<file path="config.mk">
export PLATFORM = sky130hd
export DESIGN_NAME = dynamic_parameter_encoder
export DESIGN_NICKNAME = d
export VERILOG_FILES = /design/src/hw/rtl/dpe_pkg.sv /design/src/hw/rtl/dpe_front.sv /design/src/hw/rtl/dpe_queue.sv /design/src/hw/rtl/dpe_back.sv /design/src/hw/rtl/dynamic_parameter_encoder.sv
export SDC_FILE = /design/constraint.sdc
export NUM_CORES = 1
export LEC_CHECK = 0
export BUFFER_PORTS_ARGS = -buffer_cell sky130_fd_sc_hd__clkbuf_2
export CAP_MARGIN = 20
export CORE_ASPECT_RATIO = 1.25
export CORE_MARGIN = 2
export CORE_UTILIZATION = 40
export DETAILED_ROUTE_END_ITERATION = 10
export SLEW_MARGIN = 20
export SYNTH_ARGS = -nofsm -noshare
export SYNTH_HDL_FRONTEND = slang
export SYNTH_SLANG_ARGS = --single-unit
</file>
<file path="constraint.sdc">
create_clock -name clk -period 5.1 [get_ports clk]
set_input_delay 0.255 -clock clk [delete_from_list [all_inputs] [get_ports clk]]
set_output_delay 0.255 -clock clk [all_outputs]
set_load 0.005 [all_outputs]
</file>
<file path="src/hw/rtl/dpe_pkg.sv">
// ============================================================================
// dpe_pkg - shared types and constants for the dynamic parameter encoder
// Holds field widths, fixed multipliers and masks, the job record that
// travels from the front end through the queue to the back end.
// ============================================================================
package dpe_pkg;

    // Field and datapath widths
    localparam int WORD_W  = 16;
    localparam int DIV_W   = 15;
    localparam int DVD_W   = 31;
    localparam int RAD_W   = 18;
    localparam int EXP_W   = 5;
    localparam int FRAC_W  = 8;
    localparam int CNT_W   = 5;
    localparam int PROD_W  = 28;
    localparam int ANG_PROD_W = 44;

    // One quotient bit per step over the whole dividend
    localparam int DIV_STEPS = DVD_W;

    // Job queue depth
    localparam int QUEUE_DEPTH = 2;
    localparam int QPTR_W      = $clog2(QUEUE_DEPTH);

    // Angle scaling: floor(m * RECIP / 2^SHIFT) equals floor(m * 32768 / 1800)
    // for every magnitude m up to 2^15
    localparam logic [27:0] ANGLE_RECIP = 28'd152709949;
    localparam int          ANGLE_SHIFT = 23;

    // Fixed numbers of the encodings
    localparam logic [DIV_W-1:0]  SCALE_RESET = 15'd1250;
    localparam logic [12:0]       RADIUS_MUL  = 13'd6845;
    localparam logic [EXP_W-1:0]  EXP_START   = 5'd1;
    localparam logic [WORD_W-1:0] RADIUS_FLAG = 16'h8000;
    localparam logic [WORD_W-1:0] LEN_MASK    = 16'hfffe;
    localparam logic [WORD_W-1:0] ANGLE_MASK  = 16'hfff0;
    localparam logic [16:0]       ROUND_HALF  = 17'h00080;

    // Input mode codes
    typedef enum logic [1:0] {
        MODE_LENGTH = 2'd0,
        MODE_ANGLE  = 2'd1,
        MODE_RAW    = 2'd2,
        MODE_RADIUS = 2'd3
    } mode_t;

    // Work classes for the back end
    typedef enum logic [1:0] {
        JOB_PASS    = 2'd0,
        JOB_DIV_LEN = 2'd1,
        JOB_ANGLE   = 2'd2,
        JOB_NORM    = 2'd3
    } job_kind_t;

    // One classified item
    typedef struct packed {
        job_kind_t          kind;
        logic               neg;
        logic [DVD_W-1:0]   operand;
        logic [DIV_W-1:0]   divisor;
        logic [WORD_W-1:0]  word;
        logic               bad;
    } dpe_job_t;

    // Queue status toward both sides
    typedef struct packed {
        logic full;
        logic empty;
    } dpe_qstat_t;

endpackage

</file>
<file path="src/hw/rtl/dpe_front.sv">
// ============================================================================
// dpe_front - input acceptance and classification
// Holds the scale divisor register, takes items, prepares operands (signed
// magnitude dividend, angle quotient, radius product) and pushes one job per
// item.
// ============================================================================
module dpe_front (
    input  logic                         clk,
    input  logic                         rst_n,
    input  logic                         cfg_valid,
    output logic                         cfg_ready,
    input  logic [dpe_pkg::DIV_W-1:0]    cfg_data,
    input  logic                         in_valid,
    output logic                         in_stall,
    input  logic [1:0]                   mode,
    input  logic signed [dpe_pkg::WORD_W-1:0] value,
    input  dpe_pkg::dpe_qstat_t          q_stat,
    output logic                         push,
    output dpe_pkg::dpe_job_t            push_job
);
    import dpe_pkg::*;

    logic [DIV_W-1:0]      scale_reg;
    logic [DIV_W-1:0]      scale_next;
    logic [WORD_W-1:0]     mag;
    logic                  neg;
    logic [PROD_W-1:0]     rad_prod;
    logic [ANG_PROD_W-1:0] ang_prod;

    // Accept register writes at any time
    assign cfg_ready = 1'b1;

    always_comb
    begin
        scale_next = scale_reg;
        if (cfg_valid && cfg_ready)
        begin
            scale_next = cfg_data;
        end
    end

    always_ff @(posedge clk or negedge rst_n)
    begin
        if (!rst_n)
        begin
            scale_reg <= SCALE_RESET;
        end
        else
        begin
            scale_reg <= scale_next;
        end
    end

    // Stall while the job queue has no room
    assign in_stall = q_stat.full;
    assign push     = in_valid && !q_stat.full;

    // Sign and magnitude of the value; the most negative value maps to 2^15
    assign neg = value[WORD_W-1];
    assign mag = neg ? (~value + 16'd1) : value;

    // Radius scaling product, only used for positive values
    assign rad_prod = PROD_W'(value[WORD_W-2:0]) * PROD_W'(RADIUS_MUL);

    // Angle quotient magnitude by reciprocal multiplication
    assign ang_prod = ANG_PROD_W'(mag) * ANG_PROD_W'(ANGLE_RECIP);

    // Classify the item into a job for the back end
    always_comb
    begin
        push_job         = '0;
        push_job.kind    = JOB_PASS;
        push_job.neg     = neg;
        push_job.divisor = scale_reg;
        push_job.word    = value;
        case (mode_t'(mode))
            MODE_LENGTH:
            begin
                push_job.kind    = JOB_DIV_LEN;
                push_job.operand = {5'b0, mag, 10'b0};
                push_job.divisor = (scale_reg == '0) ? DIV_W'(1) : scale_reg;
            end
            MODE_ANGLE:
            begin
                // Carry the low word of the quotient magnitude
                push_job.kind    = JOB_ANGLE;
                push_job.operand = DVD_W'(ang_prod[ANGLE_SHIFT +: WORD_W]);
            end
            MODE_RAW:
            begin
                push_job.kind = JOB_PASS;
                push_job.word = value;
            end
            MODE_RADIUS:
            begin
                // Zero or negative radius scales to zero or below
                if (neg || (value == '0))
                begin
                    push_job.kind = JOB_PASS;
                    push_job.word = '0;
                    push_job.bad  = 1'b1;
                end
                else
                begin
                    push_job.kind    = JOB_NORM;
                    push_job.operand = DVD_W'(rad_prod[PROD_W-1:10]);
                end
            end
            default:
            begin
                push_job.kind = JOB_PASS;
            end
        endcase
    end

endmodule

</file>
<file path="src/hw/rtl/dpe_queue.sv">
// ============================================================================
// dpe_queue - short job queue between front and back end
// Two-entry FIFO of classified jobs; lets each side stall on its own.
// ============================================================================
module dpe_queue (
    input  logic                clk,
    input  logic                rst_n,
    input  logic                push,
    input  dpe_pkg::dpe_job_t   push_job,
    input  logic                pop,
    output dpe_pkg::dpe_job_t   head_job,
    output dpe_pkg::dpe_qstat_t q_stat
);
    import dpe_pkg::*;

    dpe_job_t            mem [QUEUE_DEPTH];
    logic [QPTR_W-1:0]   wr_ptr_reg;
    logic [QPTR_W-1:0]   wr_ptr_next;
    logic [QPTR_W-1:0]   rd_ptr_reg;
    logic [QPTR_W-1:0]   rd_ptr_next;
    logic [QPTR_W:0]     count_reg;
    logic [QPTR_W:0]     count_next;

    // Store entries
    always_ff @(posedge clk)
    begin
        if (push)
        begin
            mem[wr_ptr_reg] <= push_job;
        end
    end

    assign head_job     = mem[rd_ptr_reg];
    assign q_stat.full  = (count_reg == (QPTR_W+1)'(QUEUE_DEPTH));
    assign q_stat.empty = (count_reg == '0);

    // Advance pointers and occupancy
    always_comb
    begin
        wr_ptr_next = push ? QPTR_W'(wr_ptr_reg + 1'b1) : wr_ptr_reg;
        rd_ptr_next = pop  ? QPTR_W'(rd_ptr_reg + 1'b1) : rd_ptr_reg;
        case ({push, pop})
            2'b10:   count_next = count_reg + 1'b1;
            2'b01:   count_next = count_reg - 1'b1;
            default: count_next = count_reg;
        endcase
    end

    always_ff @(posedge clk or negedge rst_n)
    begin
        if (!rst_n)
        begin
            wr_ptr_reg <= '0;
            rd_ptr_reg <= '0;
            count_reg  <= '0;
        end
        else
        begin
            wr_ptr_reg <= wr_ptr_next;
            rd_ptr_reg <= rd_ptr_next;
            count_reg  <= count_next;
        end
    end

endmodule

</file>
<file path="src/hw/rtl/dpe_back.sv">
// ============================================================================
// dpe_back - execution sequencer and output register
// Runs a bit-serial restoring divider for length jobs, an iterative
// normalizer for radius jobs, packs the final word and holds the result.
// ============================================================================
module dpe_back (
    input  logic                          clk,
    input  logic                          rst_n,
    input  dpe_pkg::dpe_qstat_t           q_stat,
    input  dpe_pkg::dpe_job_t             head_job,
    output logic                          pop,
    output logic                          out_valid,
    input  logic                          out_stall,
    output logic [dpe_pkg::WORD_W-1:0]    encoded_word,
    output logic                          invalid
);
    import dpe_pkg::*;

    typedef enum logic [1:0] {
        S_IDLE,
        S_DIV,
        S_NORM,
        S_DONE
    } state_t;

    state_t             state_reg,    state_next;
    job_kind_t          kind_reg,     kind_next;
    logic               neg_reg,      neg_next;
    logic [DVD_W-1:0]   dvd_reg,      dvd_next;
    logic [DIV_W-1:0]   dsr_reg,      dsr_next;
    logic [DIV_W-1:0]   rem_reg,      rem_next;
    logic [WORD_W-1:0]  quot_reg,     quot_next;
    logic [CNT_W-1:0]   cnt_reg,      cnt_next;
    logic [RAD_W-1:0]   rad_reg,      rad_next;
    logic [EXP_W-1:0]   exp_reg,      exp_next;
    logic [WORD_W-1:0]  pass_reg,     pass_next;
    logic               bad_reg,      bad_next;
    logic               out_valid_reg, out_valid_next;
    logic [WORD_W-1:0]  out_word_reg, out_word_next;
    logic               out_bad_reg,  out_bad_next;

    logic [DIV_W:0]     rem_sh;
    logic [DIV_W:0]     rem_diff;
    logic               q_bit;
    logic [WORD_W-1:0]  q_signed;
    logic [16:0]        frac_sum;
    logic [FRAC_W-1:0]  frac;
    logic [WORD_W-1:0]  radius_word;
    logic [WORD_W-1:0]  final_word;
    logic               out_free;

    // Divider step: shift in one dividend bit, subtract when it fits
    assign rem_sh   = {rem_reg, dvd_reg[DVD_W-1]};
    assign rem_diff = rem_sh - {1'b0, dsr_reg};
    assign q_bit    = (rem_sh >= {1'b0, dsr_reg});

    // Restore the sign; only the low word of the quotient matters
    assign q_signed = neg_reg ? (~quot_reg + 16'd1) : quot_reg;

    // Round the fraction to 8 bits and clamp the carry case
    assign frac_sum    = {1'b0, rad_reg[WORD_W-1:0]} + ROUND_HALF;
    assign frac        = frac_sum[16] ? {FRAC_W{1'b1}} : frac_sum[15:8];
    assign radius_word = RADIUS_FLAG | {exp_reg[3:0], 12'b0} | {4'b0, frac, 4'b0};

    // Pack the word of the finished job
    always_comb
    begin
        case (kind_reg)
            JOB_DIV_LEN: final_word = (q_signed + 16'd1) & LEN_MASK;
            JOB_ANGLE:   final_word = q_signed & ANGLE_MASK;
            JOB_NORM:    final_word = radius_word;
            default:     final_word = pass_reg;
        endcase
    end

    assign out_free = !out_valid_reg || !out_stall;
    assign pop      = (state_reg == S_IDLE) && !q_stat.empty;

    // Sequence the jobs
    always_comb
    begin
        state_next     = state_reg;
        kind_next      = kind_reg;
        neg_next       = neg_reg;
        dvd_next       = dvd_reg;
        dsr_next       = dsr_reg;
        rem_next       = rem_reg;
        quot_next      = quot_reg;
        cnt_next       = cnt_reg;
        rad_next       = rad_reg;
        exp_next       = exp_reg;
        pass_next      = pass_reg;
        bad_next       = bad_reg;
        out_valid_next = out_valid_reg;
        out_word_next  = out_word_reg;
        out_bad_next   = out_bad_reg;

        // Drop the held result once it is taken
        if (out_valid_reg && !out_stall)
        begin
            out_valid_next = 1'b0;
        end

        case (state_reg)
            S_IDLE:
            begin
                if (pop)
                begin
                    kind_next = head_job.kind;
                    neg_next  = head_job.neg;
                    dvd_next  = head_job.operand;
                    dsr_next  = head_job.divisor;
                    rem_next  = '0;
                    quot_next = '0;
                    cnt_next  = '0;
                    rad_next  = head_job.operand[RAD_W-1:0];
                    exp_next  = EXP_START;
                    pass_next = head_job.word;
                    bad_next  = head_job.bad;
                    case (head_job.kind)
                        JOB_PASS: state_next = S_DONE;
                        JOB_NORM: state_next = S_NORM;
                        JOB_ANGLE:
                        begin
                            // Quotient is already computed up front
                            quot_next  = head_job.operand[WORD_W-1:0];
                            state_next = S_DONE;
                        end
                        default:  state_next = S_DIV;
                    endcase
                end
            end
            S_DIV:
            begin
                rem_next  = q_bit ? rem_diff[DIV_W-1:0] : rem_sh[DIV_W-1:0];
                quot_next = {quot_reg[WORD_W-2:0], q_bit};
                dvd_next  = {dvd_reg[DVD_W-2:0], 1'b0};
                cnt_next  = cnt_reg + 1'b1;
                if (cnt_reg == CNT_W'(DIV_STEPS - 1))
                begin
                    state_next = S_DONE;
                end
            end
            S_NORM:
            begin
                // Double below 1.0, halve at 2.0 or above
                if (rad_reg[RAD_W-1:RAD_W-2] == 2'b00)
                begin
                    rad_next = {rad_reg[RAD_W-2:0], 1'b0};
                    exp_next = exp_reg + 1'b1;
                end
                else if (rad_reg[RAD_W-1])
                begin
                    rad_next = {1'b0, rad_reg[RAD_W-1:1]};
                    exp_next = exp_reg - 1'b1;
                end
                else
                begin
                    state_next = S_DONE;
                end
            end
            S_DONE:
            begin
                if (out_free)
                begin
                    out_valid_next = 1'b1;
                    out_word_next  = final_word;
                    out_bad_next   = bad_reg;
                    state_next     = S_IDLE;
                end
            end
            default:
            begin
                state_next = S_IDLE;
            end
        endcase
    end

    // Hold state, work registers and the output register
    always_ff @(posedge clk or negedge rst_n)
    begin
        if (!rst_n)
        begin
            state_reg     <= S_IDLE;
            kind_reg      <= JOB_PASS;
            neg_reg       <= 1'b0;
            dvd_reg       <= '0;
            dsr_reg       <= '0;
            rem_reg       <= '0;
            quot_reg      <= '0;
            cnt_reg       <= '0;
            rad_reg       <= '0;
            exp_reg       <= '0;
            pass_reg      <= '0;
            bad_reg       <= 1'b0;
            out_valid_reg <= 1'b0;
            out_word_reg  <= '0;
            out_bad_reg   <= 1'b0;
        end
        else
        begin
            state_reg     <= state_next;
            kind_reg      <= kind_next;
            neg_reg       <= neg_next;
            dvd_reg       <= dvd_next;
            dsr_reg       <= dsr_next;
            rem_reg       <= rem_next;
            quot_reg      <= quot_next;
            cnt_reg       <= cnt_next;
            rad_reg       <= rad_next;
            exp_reg       <= exp_next;
            pass_reg      <= pass_next;
            bad_reg       <= bad_next;
            out_valid_reg <= out_valid_next;
            out_word_reg  <= out_word_next;
            out_bad_reg   <= out_bad_next;
        end
    end

    assign out_valid    = out_valid_reg;
    assign encoded_word = out_word_reg;
    assign invalid      = out_bad_reg;

endmodule

</file>
<file path="src/hw/rtl/dynamic_parameter_encoder.sv">
// ============================================================================
// dynamic_parameter_encoder - display parameter word encoder
// Turns a signed value and a mode into one 16-bit encoded parameter word.
// ============================================================================
// Usage:
//   Input channel (in_valid / in_stall, mode, value): a transaction moves
//   when in_valid is high and in_stall is low. Output channel (out_valid /
//   out_stall, encoded_word, invalid): one result transaction per input,
//   in input order.
//   Config channel (cfg_valid / cfg_ready, cfg_data): writes the scale
//   divisor used by length items; cfg_ready is always high. Write
//   it only while no item is in flight.
//   Path from the input to a valid result: raw data, angle and
//   non-positive radius jobs go from the queue to the S_DONE state; radius
//   jobs first pass S_NORM (one normalizing shift per step, up to 14, plus a
//   final check); length jobs pass S_DIV, the divider taking 31 steps.
//   The back-end sequencer handles one item at a time while a two-entry
//   queue keeps accepting new ones until it is full.
//   Reset: the queue empties, the output register clears and the divisor
//   returns to 1250.
//   Output stall: the result is held stable; the back end finishes the
//   next item and waits, and the input stalls once the queue is full.
// ============================================================================
module dynamic_parameter_encoder (
    input  logic                              clk,
    input  logic                              rst_n,
    input  logic                              cfg_valid,
    output logic                              cfg_ready,
    input  logic [dpe_pkg::DIV_W-1:0]         cfg_data,
    input  logic                              in_valid,
    output logic                              in_stall,
    input  logic [1:0]                        mode,
    input  logic signed [dpe_pkg::WORD_W-1:0] value,
    output logic                              out_valid,
    input  logic                              out_stall,
    output logic [dpe_pkg::WORD_W-1:0]        encoded_word,
    output logic                              invalid
);
    import dpe_pkg::*;

    dpe_qstat_t q_stat;
    dpe_job_t   push_job;
    dpe_job_t   head_job;
    logic       push;
    logic       pop;

    // Classify incoming items
    dpe_front u_front (
        .clk       (clk),
        .rst_n     (rst_n),
        .cfg_valid (cfg_valid),
        .cfg_ready (cfg_ready),
        .cfg_data  (cfg_data),
        .in_valid  (in_valid),
        .in_stall  (in_stall),
        .mode      (mode),
        .value     (value),
        .q_stat    (q_stat),
        .push      (push),
        .push_job  (push_job)
    );

    // Buffer classified jobs
    dpe_queue u_queue (
        .clk      (clk),
        .rst_n    (rst_n),
        .push     (push),
        .push_job (push_job),
        .pop      (pop),
        .head_job (head_job),
        .q_stat   (q_stat)
    );

    // Execute jobs and hold results
    dpe_back u_back (
        .clk          (clk),
        .rst_n        (rst_n),
        .q_stat       (q_stat),
        .head_job     (head_job),
        .pop          (pop),
        .out_valid    (out_valid),
        .out_stall    (out_stall),
        .encoded_word (encoded_word),
        .invalid      (invalid)
    );

endmodule

</file>
Word level (Yosys, flattened, before mapping)
Memories as Yosys holds them, arrays and structs flattened.
Cells that the tools add are included.
Widths: inputs -> output; s select.

storage, ports and cells
  logic and storage cells = 130
  RAM bits = 132
  input port bits = 38
  memories = 1
  register bits after elaboration = 164

cells by class
  equal/unequal tests = 21
  $add $sub $neg = 12
  magnitude comparators = 1
  bitwise gates (word level) = 3
  reductions and logical operators = 26
  multipliers = 2
  muxes and demuxes = 44

memory list
  memory       depth  width  rd ports  clocked after memory_dff  write ports  RTL line         source
  u_queue.mem  2      66     1         0                         1            dpe_queue.sv:16  dpe_job_t mem [QUEUE_DEPTH];

operator list
  cell                    count
  $pmux 31 s3             1
  $mux 16                 5
  $pmux 31 s2             1
  $mux 15                 4
  $mux 18                 3
  $add 16x1->16 const B   3
  $pmux 16 s3             1
  $mul 16x28->39 const B  1
  $pmux 18 s2             1
  $mux 17                 2
  $not 16->16             2
  $pmux 16 s2             1
  $mux 31                 1
  $pmux 15 s2             1
  $mul 15x13->28 const B  1
  $eq 2x2->1 const B      10
  $mux 5                  4
  $pmux 5 s2              2
  $add 16x8->17 const B   1
  $ge 16x15->1            1
  $logic_not 16->1        1
  $or 16x12->16           1
  $pmux 2 s4              2
  $logic_not 15->1        1
  24 further kinds        58

Depth between registers and ports, before layout
Gate-level depths: netlist (run 1).
An unclocked memory read counts as a cell.

  depth after elaboration = 6
  mapped depth = 28
  depth with buffers taken out = 28

Hierarchy
Synthesis (run 1) repeated with hierarchy kept, for this count alone.

second synthesis, totals
  cell total of the unflattened synthesis = 2451
  area, all modules = 25418.1 um2

modules (own cells, without submodules)
  module     instances  cells each  area each (um2)
  dpe_front  1          1235        11768.8
  dpe_back   1          995         8589.5
  dpe_queue  1          221         5059.9

Worst setup path after synthesis (run 1)
No wires, ideal clock.

  kind = input to register
  start = input port value[2] (netlist name)
  end = memory u_queue.mem[0][47] (netlist name), data pin
  stages on the path = 26
  setup slack = -2.129 ns
  setup time = 0.258 ns
  arrival time = 6.971 ns
  buffers on the path = 0
  cells stage by stage = inv_1 -> ha_1 -> and4b_1 -> and3_1 -> nand2_1 -> nand2_1 -> xnor2_1 -> ha_1 -> inv_1 -> fa_1 -> inv_1 -> fa_1 -> inv_1 -> fa_1 -> inv_1 -> fa_1 -> fa_1 -> ha_1 -> a21oi_1 -> o21ai_0 -> a2111oi_0 -> o211ai_1 -> a31oi_1 -> o31ai_1 -> or4b_2 -> a31o_2

RTL lines
  element             RTL line                         source
  start: declaration  dynamic_parameter_encoder.sv:33  input logic signed [dpe_pkg::WORD_W-1:0] value,
  end: declaration    dpe_queue.sv:16

==> results.py, run 1 <==
metrics = {
    "clock_tree": {
        "cts.sinks": 284,
        "root_buffer": "clkbuf_16",
        "cts_tree": "done",
        "clk_pin_slew_ns": 0.06,
        "clk_latency_ns": 0.55,
        "clockBufferDepth": 3,
        "numCtsBuffers": 27,
        "cts_max_level": 1,
    },
    "floorplanning": {
        "die_area_um2": 61700,
        "die_w_um": 223,
        "core-area_um2": 59300,
        "die_y_um": 277,
        "io-pin-count": 58,
        "start_util_pct": 40.3,
        "rows": 100,
    },
    "grt": {
        "grt_pass1_vias": 18500,
        "grt_use_total_pct": 20.5,
        "grt_pass1_wl_um": 100000,
        "antenna_found_initial": 0,
        "grt_max_degree": 67,
        "grt-ovfl-total": 0,
    },
    "logic_synthesis": {
        "ys_seq_area_share_pct": 32.3,
        "ys_async_sr_fraction_pct": 57.0,
        "ys_ff_latch": 284,
        "synth_area_um2": 23900,
        "synth-warning-count": 0,
        "yosys.area_share.simple_pct": 8.15,
        "synth-compound-area-share_pct": 10.2,
        "synth_top_family_by_area": "adder cells",
        "synth_xor_area_share_pct": 3.84,
        "synth_fp_nets": 2820,
        "synthCells": 2281,
        "synth_flop_cell": "dfrtp_1",
        "muxShareOfSynthArea_pct": 4.99,
        "syn_area_per_cell_um2": 10.5,
        "synth_edf_count": 122,
        "synthAdderAreaFrac_pct": 32.9,
        "ys_types": 78,
    },
    "timing": {
        "skew_ns": 0.0159,
        "period_share_pct": 124,
        "slew_headroom_pct": 33.1,
        "worst_pin_slew_ns": 1.00,
        "fmaxAchievable_mhz": 158,
        "slew_viol_final": 0,
        "setup-violations-final": 32,
        "finalWorstSetupSlack_ns": -1.22,
        "rsz0062_at_grt": "true",
        "finalCriticalPeriod_ns": 6.32,
        "finalHoldViolations": 0,
    },
    "layout": {
        "layout-drive-gt1-share_pct": 23.0,
        "antenna_cells": 0,
        "final_cell_mix": "inv_1, buf_4, ha_1, fa_1, dfrtp_1",
        "syn2layout_area_growth_pct": 22.6,
        "largest_reg_flops": 122,
        "final_common_cell": "inv_1",
        "final_nets": 3140,
    },
    "setup_path": {
        "ff2ff_setup_slack_ns": 1.27,
        "end_kind": "flip-flop",
        "cp_max_fo": 4,
        "cp_slowest_cell": "fa_1",
        "required_ns": 5.33,
        "critical_path_class": "in -> reg",
        "crit_arrival_ns": 6.55,
        "start_kind": "input pin",
        "cp_slowest_stage_delay_ns": 0.56,
        "r2r_end": "u_back.encoded_word[15]",
        "r2r_cells": 11,
        "timing.rr.start": "u_back.quot_reg[0]",
    },
    "run": {
        "maxCapViolCount": 0,
    },
    "hold_path": {
        "min_delay_path_depth": 3,
        "hold_start": "in_valid",
        "hp-class": "in -> reg",
        "holdPathEnd": "u_queue.wr_ptr_reg",
    },
    "placement": {
        "preCtsSetupSlack_ns": -2.09,
        "routabilityCongestion": 0.922,
        "io_buffers": 56,
        "hpwl_um": 51600,
    },
    "route": {
        "antenna_left": 0,
        "drt-initial-drc-count": 949,
        "drt_wl_total_um": 63300,
        "vias": 17200,
        "via_per_inst": 5.07,
        "drc": 0,
        "first_pass_iters": 5,
        "avgRoutedWirePerCell_um": 18.7,
    },
    "run_status": {
        "failed_checks": "setup timing",
        "status": "finished with violations",
    },
}
final cells by class:
type,instances,area [um^2]
timing repair buffer,377,2820
inverter,396,1510
tap,765,957
clock inverter,19,239
clock buffer,31,701
fill,5450,30000
sequential,284,7730
multi-input combinational,1515,15300
critical path, delay by kind of cell:
kind	cells	cell delay (ns)
AOI/OAI and AO/OA	8	1.04
xor gates and xnor gates	2	0.29
adders and majority gates	8	3.20
buffers and inverters	11	1.26
and+or+nand+nor	3	0.50
per-stage QoR:
step	setup TNS, ns	instance area, um^2	utilization [%]	std cells	hold WS [ns]
2_1_floorplan	-33.90	24200	-	2281	-0.0406
3_3_place_gp	-55.82	27300	46.0	3297	0.294
3_5_place_dp	-62.13	27300	46.0	3297	0.295
4_1_cts	-34.31	28800	48.6	3377	0.0948
5_1_grt	-40.74	29300	49.3	3387	0.121
6_report	-34.79	29300	49.3	3387	0.108
cell families (layout without fill, tap and decap cells):
family | Yosys count | in the layout
AND/OR/NAND/NOR | 413 | 413
flip-flops | 284 | 284
other | 1 | 1
multiplexers | 114 | 114
buffers and inverters | 482 | 823
adder cells (fa/ha/maj) | 501 | 501
AO/OA/AOI/OAI | 383 | 383
XOR/XNOR | 103 | 103
per-layer routing:
metal | track usage [%] | wire length, um | vias up
met3 | 1.97 | 1660 | 87
met5 | 0 | 0 | -
met4 | 6.33 | 2040 | 0
met2 | 37.8 | 32600 | 234
met1 | 25.3 | 27000 | 8563
li1 | - | - | 8305
synth_stat cells, drive strengths merged (17+ instances only):
cell / n / share of area (%)
xnor2: 62 / 2.3
nor2: 98 / 1.5
nand2: 161 / 2.5
ha: 291 / 15
nand3: 35 / 0.73
o21ai: 146 / 3.1
inv: 396 / 6.2
fa: 210 / 18
xor2: 40 / 1.5
nor3: 17 / 0.36
edfxtp: 122 / 15
a22oi: 32 / 1.0
dfrtp: 157 / 16
clkbuf: 74 / 1.2
mux2: 31 / 1.5
a21oi: 64 / 1.3
mux2i: 82 / 3.4
repair_timing:
item / in CTS / in global routing
endpoints found under the setup margin: 34 / 34
cloned: 0 / 0
hold endpoints to repair: 80 / 0
pin swaps: 42 / 82
gates resized for setup: 62 / 78
hold buffers: 17 / 0
buffers inserted: 13 / 11
how the worst max path moves through the flow:
stage,start,end,slack [ns],cells past startpoint
6_report,value[4],u_queue.mem[0][41],-1.22,32
2_1_floorplan,value[5],u_queue.mem[0][47],-1.36,26
3_5_place_dp,value[3],u_queue.mem[1][47],-2.09,28
3_3_place_gp,value[4],u_queue.mem[0][42],-1.80,26
5_1_grt,value[4],u_queue.mem[0][41],-1.39,31
4_1_cts,value[4],u_queue.mem[1][47],-1.20,28
Power of run 1 is not shown: default switching activity piles up to over one toggle a cycle in this logic, so the estimate is an artifact.
==> run 2, diff against run 1 <==
--- a/config.mk
+++ b/config.mk
@@ -11,6 +11,7 @@
 export CORE_MARGIN = 2
 export CORE_UTILIZATION = 40
 export DETAILED_ROUTE_END_ITERATION = 10
+export PLACE_DENSITY = 0.58
 export SLEW_MARGIN = 20
 export SYNTH_ARGS = -nofsm -noshare
 export SYNTH_HDL_FRONTEND = slang
==> results.py, run 2 (synthesized netlist as in run 1, its figures left out) <==
metrics = {
    "layout": {
        "final_cell_mix": "inv_1, buf_4, ha_1, fa_1, dfrtp_1",
        "layout-drive-gt1-share_pct": 23.4,
        "antenna_cells": 0,
        "syn2layout_area_growth_pct": 23.0,
        "final-seq-area_um2": 7730,
        "final_nets": 3150,
        "multiInputGateArea_um2": 15300,
        "largest_reg_flops": 122,
        "final_common_cell": "inv_1",
        "fillers": 5461,
    },
    "clock_tree": {
        "numCtsBuffers": 27,
        "clockBufferDepth": 3,
        "cts_tree": "done",
        "clk_latency_ns": 0.56,
        "root_buffer": "clkbuf_16",
        "clk_pin_slew_ns": 0.06,
        "cts.sinks": 284,
        "cts_max_level": 1,
    },
    "timing": {
        "worst_pin_slew_ns": 1.19,
        "fmaxAchievable_mhz": 158,
        "period_share_pct": 124,
        "slew_headroom_pct": 20.6,
        "finalHoldViolations": 0,
        "finalWorstSetupSlack_ns": -1.21,
        "hold_slack_ns": 0.128,
        "rsz0062_at_grt": "true",
        "slew_viol_final": 0,
        "finalCriticalPeriod_ns": 6.31,
        "setup-violations-final": 32,
        "skew_ns": 0.0106,
    },
    "placement": {
        "hpwl_um": 51200,
        "preCtsSetupSlack_ns": -2.07,
        "io_buffers": 56,
        "routabilityCongestion": 0.911,
    },
    "setup_path": {
        "cp_slowest_stage_delay_ns": 0.53,
        "r2r_cells": 11,
        "critical_path_class": "in -> reg",
        "cp_max_fo": 3,
        "end_kind": "flip-flop",
        "cp_slowest_cell": "fa_1",
        "crit_arrival_ns": 6.62,
        "start_kind": "input pin",
        "required_ns": 5.41,
        "ff2ff_setup_slack_ns": 1.20,
    },
    "grt": {
        "grt_pass1_vias": 18600,
        "grt-ovfl-total": 0,
        "grt_pass1_wl_um": 100000,
        "grt_max_degree": 79,
        "grt_use_total_pct": 20.7,
        "antenna_found_initial": 0,
    },
    "route": {
        "antenna_left": 0,
        "drc": 0,
        "via_per_inst": 5.06,
        "drt_wl_total_um": 62900,
        "drt-initial-drc-count": 704,
        "first_pass_iters": 5,
        "vias": 17200,
        "avgRoutedWirePerCell_um": 18.5,
    },
    "run_status": {
        "failed_checks": "setup timing",
        "status": "finished with violations",
    },
    "floorplanning": {
        "die_area_um2": 61700,
        "core-area_um2": 59300,
        "rows": 100,
        "start_util_pct": 40.3,
        "io-pin-count": 58,
        "die_w_um": 223,
        "die_y_um": 277,
    },
    "hold_path": {
        "hp-class": "in -> reg",
        "min_delay_path_depth": 3,
    },
    "run": {
        "maxCapViolCount": 0,
    },
}
[run 2: critical path, delay by kind of cell]
kind	cells	cell delay (ns)
AOI/OAI and AO/OA	7	1.33
adders and majority gates	8	2.78
xor gates and xnor gates	2	0.21
and+or+nand+nor	6	1.18
buffers and inverters	8	0.86
[run 2: through the flow]
stage                     area, um^2  setup TNS, ns  util [%]  std cells
after CTS                      29000         -33.57      48.9       3385
after floorplan                24200         -33.90         -       2281
final                          29400         -35.00      49.5       3397
after global placement         27300         -58.28      46.1       3302
after global routing           29400         -41.20      49.5       3397
after detailed placement       27300         -63.24      46.1       3302
[run 2: metal layers]
layer	track usage, %	share of wire (%)
met4	5.71	2.8
met3	0.966	2.1
met2	38.9	53
met1	25.6	42
met5	0	0
[run 2: what timing repair did]
| item | 4_1_cts | 5_1_grt |
|---|---|---|
| pin swaps | 59 | 61 |
| buffers inserted | 18 | 15 |
| setup endpoints to repair | 36 | 36 |
| hold buffers | 17 | 0 |
| hold endpoints to repair | 92 | 0 |
| resized for setup | 99 | 49 |
[run 2: final timing paths]
path / start / endpoint
setup / recovery: value[4] / u_queue.mem[1][47]
hold / removal: in_valid / u_queue.wr_ptr_reg
setup reg to reg: u_back.quot_reg[0] / u_back.encoded_word[15]
hold reg to reg: u_back.encoded_word[0] / u_back.encoded_word[0]
max in group asynchronous: rst_n / u_queue.rd_ptr_reg
min in group asynchronous: rst_n / u_back.quot_reg[14]
[run 2: cell type report]
type | count | area share, %
well taps | 765 | 3.26
repair buffers | 387 | 9.99
flip-flops and latches | 284 | 26.3
inverters | 396 | 5.13
clock buffers | 31 | 2.35
clock inverters | 19 | 0.733
multi-input cells | 1515 | 52.2
Power of run 2 is left out for the same reason.
